**src/rtl/fdsa_pkg.sv**
```systemverilog
// Package for the file directory and sector allocator.
// Sizes, command and status codes, store request/response structs, name match helper.
// No dependencies.
package fdsa_pkg;

  localparam int DIR_ENTRIES      = 16;
  localparam int SLOTS_PER_ENTRY  = 26;
  localparam int NUM_SECTORS      = 256;
  localparam int RESERVED_ENTRIES = 3;
  localparam int RESERVED_SECTORS = 3;

  localparam int NAME_W    = 48;
  localparam int NAME_BYTES = 6;
  localparam int ENTRY_W   = $clog2(DIR_ENTRIES);
  localparam int SLOT_DEPTH = DIR_ENTRIES * SLOTS_PER_ENTRY;
  localparam int SLOT_AW   = $clog2(SLOT_DEPTH);
  localparam int CNT_W     = $clog2(SLOTS_PER_ENTRY + 1);
  localparam int MAP_WORDS = NUM_SECTORS / 8;
  localparam int MAP_AW    = (MAP_WORDS > 1) ? $clog2(MAP_WORDS) : 1;

  localparam logic [1:0] CMD_LOOKUP = 2'd0;
  localparam logic [1:0] CMD_CREATE = 2'd1;
  localparam logic [1:0] CMD_DELETE = 2'd2;
  localparam logic [1:0] CMD_NONE   = 2'd3;

  localparam logic [1:0] ST_OK       = 2'd0;
  localparam logic [1:0] ST_NOTFOUND = 2'd1;
  localparam logic [1:0] ST_DIRFULL  = 2'd2;
  localparam logic [1:0] ST_NOSPACE  = 2'd3;

  typedef struct packed {
    logic               name_we;
    logic [ENTRY_W-1:0] name_waddr;
    logic [NAME_W-1:0]  name_wdata;
    logic               name_re;
    logic [ENTRY_W-1:0] name_raddr;
    logic               slot_we;
    logic [SLOT_AW-1:0] slot_waddr;
    logic [7:0]         slot_wdata;
    logic               slot_re;
    logic [SLOT_AW-1:0] slot_raddr;
    logic               map_we;
    logic [MAP_AW-1:0]  map_waddr;
    logic [7:0]         map_wdata;
    logic               map_re;
    logic [MAP_AW-1:0]  map_raddr;
  } store_req_t;

  typedef struct packed {
    logic [NAME_W-1:0] name;
    logic [7:0]        slot;
    logic [7:0]        map;
  } store_rsp_t;

  // match up to and including the query's first zero byte
  function automatic logic prefix_match(input logic [NAME_W-1:0] stored,
                                        input logic [NAME_W-1:0] query);
    logic ok;
    logic done;
    ok   = 1'b1;
    done = 1'b0;
    for (int i = 0; i < NAME_BYTES; i++) begin
      if (!done) begin
        if (stored[8*i +: 8] != query[8*i +: 8]) begin
          ok   = 1'b0;
          done = 1'b1;
        end else if (query[8*i +: 8] == 8'h00) begin
          done = 1'b1;
        end
      end
    end
    return ok;
  endfunction

endpackage

```
**src/rtl/fdsa_ram.sv**
```systemverilog
// Generic single-write, single-read synchronous RAM with a registered read port.
// No dependencies.
module fdsa_ram #(
  parameter int WIDTH = 8,
  parameter int DEPTH = 16
) (
  input  logic                     clk,
  input  logic                     we,
  input  logic [$clog2(DEPTH)-1:0] waddr,
  input  logic [WIDTH-1:0]         wdata,
  input  logic                     re,
  input  logic [$clog2(DEPTH)-1:0] raddr,
  output logic [WIDTH-1:0]         rdata
);

  logic [WIDTH-1:0] mem [DEPTH];

  always_ff @(posedge clk) begin
    if (we) begin
      mem[waddr] <= wdata;
    end
    if (re) begin
      rdata <= mem[raddr];
    end
  end

endmodule

```
**src/rtl/fdsa_store.sv**
```systemverilog
// Directory names, sector slot lists and sector-used map held in synchronous RAMs.
// Uses fdsa_pkg and fdsa_ram; per-row valid bits make unwritten name and map rows read as zero.
module fdsa_store (
  input  logic                clk,
  input  logic                rst,
  input  fdsa_pkg::store_req_t req,
  output fdsa_pkg::store_rsp_t rsp
);
  import fdsa_pkg::*;

  logic [DIR_ENTRIES-1:0] name_vld;
  logic [MAP_WORDS-1:0]   map_vld;
  logic                   name_rvld;
  logic                   map_rvld;
  logic [NAME_W-1:0]      name_raw;
  logic [7:0]             slot_raw;
  logic [7:0]             map_raw;

  fdsa_ram #(.WIDTH(NAME_W), .DEPTH(DIR_ENTRIES)) u_name (
    .clk(clk), .we(req.name_we), .waddr(req.name_waddr), .wdata(req.name_wdata),
    .re(req.name_re), .raddr(req.name_raddr), .rdata(name_raw)
  );

  fdsa_ram #(.WIDTH(8), .DEPTH(SLOT_DEPTH)) u_slot (
    .clk(clk), .we(req.slot_we), .waddr(req.slot_waddr), .wdata(req.slot_wdata),
    .re(req.slot_re), .raddr(req.slot_raddr), .rdata(slot_raw)
  );

  fdsa_ram #(.WIDTH(8), .DEPTH(MAP_WORDS)) u_map (
    .clk(clk), .we(req.map_we), .waddr(req.map_waddr), .wdata(req.map_wdata),
    .re(req.map_re), .raddr(req.map_raddr), .rdata(map_raw)
  );

  always_ff @(posedge clk) begin
    if (rst) begin
      name_vld  <= '0;
      map_vld   <= '0;
      name_rvld <= 1'b0;
      map_rvld  <= 1'b0;
    end else begin
      if (req.name_re) name_rvld <= name_vld[req.name_raddr];
      if (req.map_re)  map_rvld  <= map_vld[req.map_raddr];
      if (req.name_we) name_vld[req.name_waddr] <= 1'b1;
      if (req.map_we)  map_vld[req.map_waddr]   <= 1'b1;
    end
  end

  assign rsp = '{name: (name_rvld ? name_raw : '0),
                 slot: slot_raw,
                 map:  (map_rvld ? map_raw : 8'h00)};

endmodule

```
**config.mk**
```make
export PLATFORM = sky130hd
export DESIGN_NAME = fdsa_store
export DESIGN_NICKNAME = d
export VERILOG_FILES = /design/src/rtl/fdsa_pkg.sv /design/src/rtl/fdsa_ram.sv /design/src/rtl/fdsa_store.sv
export SDC_FILE = /design/constraint.sdc
export NUM_CORES = 2
export LEC_CHECK = 0
export ABC_AREA = 1
export BUFFER_PORTS_ARGS = -buffer_cell sky130_fd_sc_hd__buf_2
export CORE_ASPECT_RATIO = 1.5
export CORE_MARGIN = 8
export CORE_UTILIZATION = 60
export CTS_CLUSTER_DIAMETER = 50
export DETAILED_ROUTE_END_ITERATION = 8
export PLACE_DENSITY_LB_ADDON = 0.15
export SKIP_LAST_GASP = 1
export SLEW_MARGIN = 20
export SYNTH_ARGS = -nofsm -noshare
export SYNTH_HDL_FRONTEND = slang
export SYNTH_MEMORY_MAX_BITS = 65536
export SYNTH_SLANG_ARGS = --single-unit
```
**constraint.sdc**
```tcl
create_clock -name clk -period 4.3 [get_ports clk]
set_clock_uncertainty 0.1 [all_clocks]
set_input_delay 0.86 -clock clk [delete_from_list [all_inputs] [get_ports clk]]
set_output_delay 0.86 -clock clk [all_outputs]
set_load 0.02 [all_outputs]
```
# Word level (Yosys, flattened, before mapping)
# Memory sizes are Yosys's and may differ from the RTL's. A register that Yosys moved wholly into a read port is not among the register bits.
# Index checks and enable logic that the tools add are counted.
dict set report word_totals {
  ff_bits 50
  mem_bits_rw 4352
  input_bits 108
  out_inout_bits 64
  word_cells 33
  mem_count 3
}
dict set report classes {
  magnitude_cmp 6
  n_mux 16
  bitwise 2
  reduce_logical 2
}
# name depth word_bits read_ports rd_clocked_by_memory_dff wr line
set memory_table {}
lappend memory_table {u_slot.mem 416 8 1 1 1 fdsa_ram.sv:16} ;# logic [WIDTH-1:0] mem [DEPTH];
lappend memory_table {u_name.mem 16 48 1 1 1 fdsa_ram.sv:16}
lappend memory_table {u_map.mem 32 8 1 1 1 fdsa_ram.sv:16}
# op count
set ops {}
lappend ops {{48-bit 2-to-1 mux} 1}
lappend ops {{32-bit bitwise OR} 1}
lappend ops {{16-bit bitwise OR} 1}
lappend ops {{5-bit by 6-bit < comparator with 1-bit output (second input constant)} 2}
lappend ops {{4-bit by 5-bit < comparator with 1-bit output (second input constant)} 2}
lappend ops {{1-bit 2-to-1 mux} 10}
lappend ops {{8-bit 2-to-1 mux} 1}
lappend ops {{1-bit binary-select mux with 5-bit select} 1}
lappend ops {{1-bit demux with 5-bit select} 1}
lappend ops {{5-bit by 1-bit >= comparator with 1-bit output (second input constant)} 1}
lappend ops {{1-bit binary-select mux with 4-bit select} 1}
lappend ops {{1-bit demux with 4-bit select} 1}
lappend ops {{4-bit by 1-bit >= comparator with 1-bit output (second input constant)} 1}
lappend ops {{1-bit logical AND} 2}

# Depth between registers and ports, before layout
dict set report depth {
  depth_word 5
  ltp_mapped 16
  depth_no_buf 13
}

# Cells and area by module
# A second synthesis with hierarchy kept.
dict set report hier_totals {
  cells_unflattened 15736
  area_unflattened_um2 183524.8
}
# mod instances cells_each area_each_um2 seq_area_each_um2
set modules_own_cells {}
lappend modules_own_cells {{fdsa_ram at u_slot} 1 11228 135503.7 100176.1}
lappend modules_own_cells {{fdsa_ram at u_name} 1 3165 34469.3 24503.5}
lappend modules_own_cells {{fdsa_ram at u_map} 1 922 10866.7 7927.6}
lappend modules_own_cells {fdsa_store 1 421 2685.1 1001.0}

# Worst setup path after synthesis
# Ideal clock, no wire load.
dict set report synth_timing {
  path_kind {input to register}
  from {input req[105] (netlist bit)}
  to {memory u_name.mem[11][0] (netlist bit) (enable)}
  setup_time_ps 455
  arrival_ps 3224
  t_required_ps 3745
  path_slack_ps 521
  path_stages 4
  path_buffers 0
  path_cell_list {inv_1 -> nor3_1 -> inv_1 -> nor2_1}
}
dict set report synth_via {
  elab_chain_len 2
}
# element line
set synth_lines {}
lappend synth_lines {{start, declared} fdsa_store.sv:6} ;# input fdsa_pkg::store_req_t req,
lappend synth_lines {{1-bit 2-to-1 mux} fdsa_ram.sv:19} ;# if (we) begin
lappend synth_lines {{1-bit 2-to-1 mux (not written as such)} fdsa_ram.sv:20} ;# mem[waddr] <= wdata;
lappend synth_lines {{end, declared} fdsa_ram.sv:16}
# No other way between the ends.

==> metrics.txt <==
Slew headroom=0.210; DRT antenna net count=0; initial antenna violation count=34; largest net degree at the start of global routing=155; Nets=14.6k; DP Cell Count=18.0k; Max Cap Viol=0; vias per cell=6.29; Slew @ Worst Pin=approximately 1.2 ns; Total Power=90.9 mW; Hold Slack=between 0.15 and 0.2 ns; synth top area cells=edfxtp_1, nand3_1, nand2_1; Achievable Freq=roughly 260 MHz; Peak supply drop=0.000462 V; EDFF count, synth=4416; final cycle utilization of the critical path=0.887; min-delay worst type=input pin to register; vias=118k; Syn Nets=~15k; Ys Warns=0; main flop type after synthesis=edfxtp_1; register area share after synthesis=0.747; global-route wire length before repair=735000 um; setup bufs post-CTS=0; Die Span Y=685 um; Final Setup Violations=0; FP Rows=245; Pwr Density=between 400 and 500 nW/um^2; max-slew violation count=0; critical-path maximum fanout=65; outcome=complete, no violations; Hold Fails Final Rpt=0; WS Path Type=input pin to register; Clock Latency Late Sink=0.95 ns; die area=316000 um^2; Worst Path Required=about 4.9 ns; Startpoint Class=input pin; synthesized cell area=179000 um^2; Max clock buf depth=4; DR WL/cell=26.6 um; RSZ-0062 raised after global routing=no; Synth Area per Inst=12.4 um^2; Synth area leader=edfxtp_1; Finished Layout Cells=18.8k; GPL Wtd Cong=0.932; Core Area=297000 um^2; clock slew at reported path FFs=0.06 ns; CTS tree=yes; Initial Util=0.603; clock sink count=approximately 4.5k; Layout fillers=21.2k; Routed WL=500000 um; async set-reset flop share out of synthesis=0; Starting DRT DRC Count=15.0k; cts hold-fix bufs=0; Tot GR Track Use=0.307; number of global-route vias before repair=116k; design area=199000 um^2; post_cts resized=0; clock root cell=clkbuf_16; DR pass1 iterations=8; most frequent cell after synthesis=edfxtp_1; H-tree depth=5; # IOs=172; DRC=0; hpwl dp=293000 um; crit path DAT=4.39 ns; Pleak=about 70 nW; CP endpoint kind=register; synth-to-layout area growth=11.1%; synthesis-stage register bit count=4466; Post-DP Area=185000 um^2; Port Buffer Count=roughly 170; Overflow after GRT=0; Syn Inst Count=~14k; share of cells above drive strength 1=0.0854; die width=about 460 um; cts bufs inserted=415; synth cell count leaders=edfxtp_1, nand2_1, nand3_1; Cell variety after synth=25; TNS Setup=0 ns; top cell type's share of synthesized area=0.741; crit path time final=~3.8 ns
[sequential cells by signal (all words and copies together) (netlist names)]
register	cells
map_rvld	1
map_vld	32
name_rvld	1
name_vld	16
u_map.mem	256
u_map.rdata	8
u_name.mem	768
u_name.rdata	48
u_slot.mem	3328
u_slot.rdata	8
[stage by stage]
stage          worst slack [ns]  utilization
2_1_floorplan             0.521            -
3_3_place_gp             -0.192        0.624
3_5_place_dp             -0.225        0.624
4_1_cts                   0.602        0.670
5_1_grt                   0.573        0.670
6_report                  0.485        0.670
[path summary, 6_finish.rpt]
kind / from / to / slack (ns) / cells past startpoint
worst min-delay path: req[58] / u_name.mem[2][5]$_DFFE_PP_ / 0.18 / 1
worst max-delay path: req[20] / u_slot.rdata[0]$_DFFE_PP_ / 0.49 / 15
worst min register to register: map_vld[9]$_SDFFE_PP0P_ / map_vld[9]$_SDFFE_PP0P_ / 0.36 / 2
worst max register to register: u_slot.mem[243][6]$_DFFE_PP_ / u_slot.rdata[6]$_DFFE_PP_ / 1.51 / 10
[placed cells by master (no fill, tap or decap), types with 7 or more instances in the layout]
master,netlist,final
inv_1,160,153
nand2_4,0,15
buf_2,362,153
nor3_1,26,26
o21ai_1,7,7
a32oi_1,8,8
clkinv_1,4,88
inv_8,0,8
nand3_1,3126,3126
clkbuf_16,0,423
o22ai_1,135,135
diode_2,0,45
bufinv_16,0,49
nor2_4,0,16
o211ai_1,38,38
a31oi_1,8,8
clkinv_2,0,69
buf_8,2,12
buf_4,138,329
clkinvlp_4,0,16
inv_6,1,10
buf_12,0,133
a21oi_1,37,37
clkbuf_8,0,8
nand2_1,3226,3211
clkbuf_1,362,71
o221ai_1,206,206
o21ai_0,724,724
edfxtp_1,4416,4416
dfxtp_1,50,49
clkinv_4,0,7
nor2_1,1265,1249
[critical path, cell delays in order]
cell and delay (ns):
buf_8 0.24, clkinv_16 0.28, buf_12 0.28, buf_4 0.33, buf_4 0.23, nand2_1 0.07
nand3_1 0.07, nand3_1 0.15, nand3_1 0.14, nand3_1 0.11, nand3_1 0.16, nand3_1 0.44
nand3_1 0.43, nand3_1 0.35, nand2_1 0.10
[power by group]
group          switching [mW]  internal [mW]
clock network            16.0           21.1
registers               0.111           48.1
logic                    4.17           1.39
[routing by layer]
metal | part of all wire | GRT usage
met1 | 0.35 | 0.373
met2 | 0.50 | 0.518
met3 | 0.082 | 0.0475
met4 | 0.074 | 0.190
met5 | 0.00028 | 0
[area by class of cell]
| cell class | instances | area, um^2 | share of cell area |
|---|---|---|---|
| Inverter | 169 | 698 | 0.00351 |
| Sequential cell | 4466 | 134000 | 0.672 |
| Clock inverter | 248 | 2620 | 0.0132 |
| Multi-Input combinational cell | 8808 | 39800 | 0.200 |
| Timing Repair Buffer | 628 | 6090 | 0.0306 |
| Antenna cell | 45 | 113 | 0.000566 |
| Tap cell | 3952 | 4940 | 0.0249 |
| Clock buffer | 501 | 10900 | 0.0551 |
[cell families (layout without fill, tap and decap cells)]
| family | Yosys count | in the layout | share of synthesized area |
|---|---|---|---|
| simple gates | 7643 | 7643 | 0.182 |
| compound gates | 1165 | 1165 | 0.0386 |
| flops | 4466 | 4466 | 0.747 |
| other cells | 0 | 45 | 0 |
| buf+inv | 1187 | 1546 | 0.0325 |
Power figures use the tool's default switching activity.
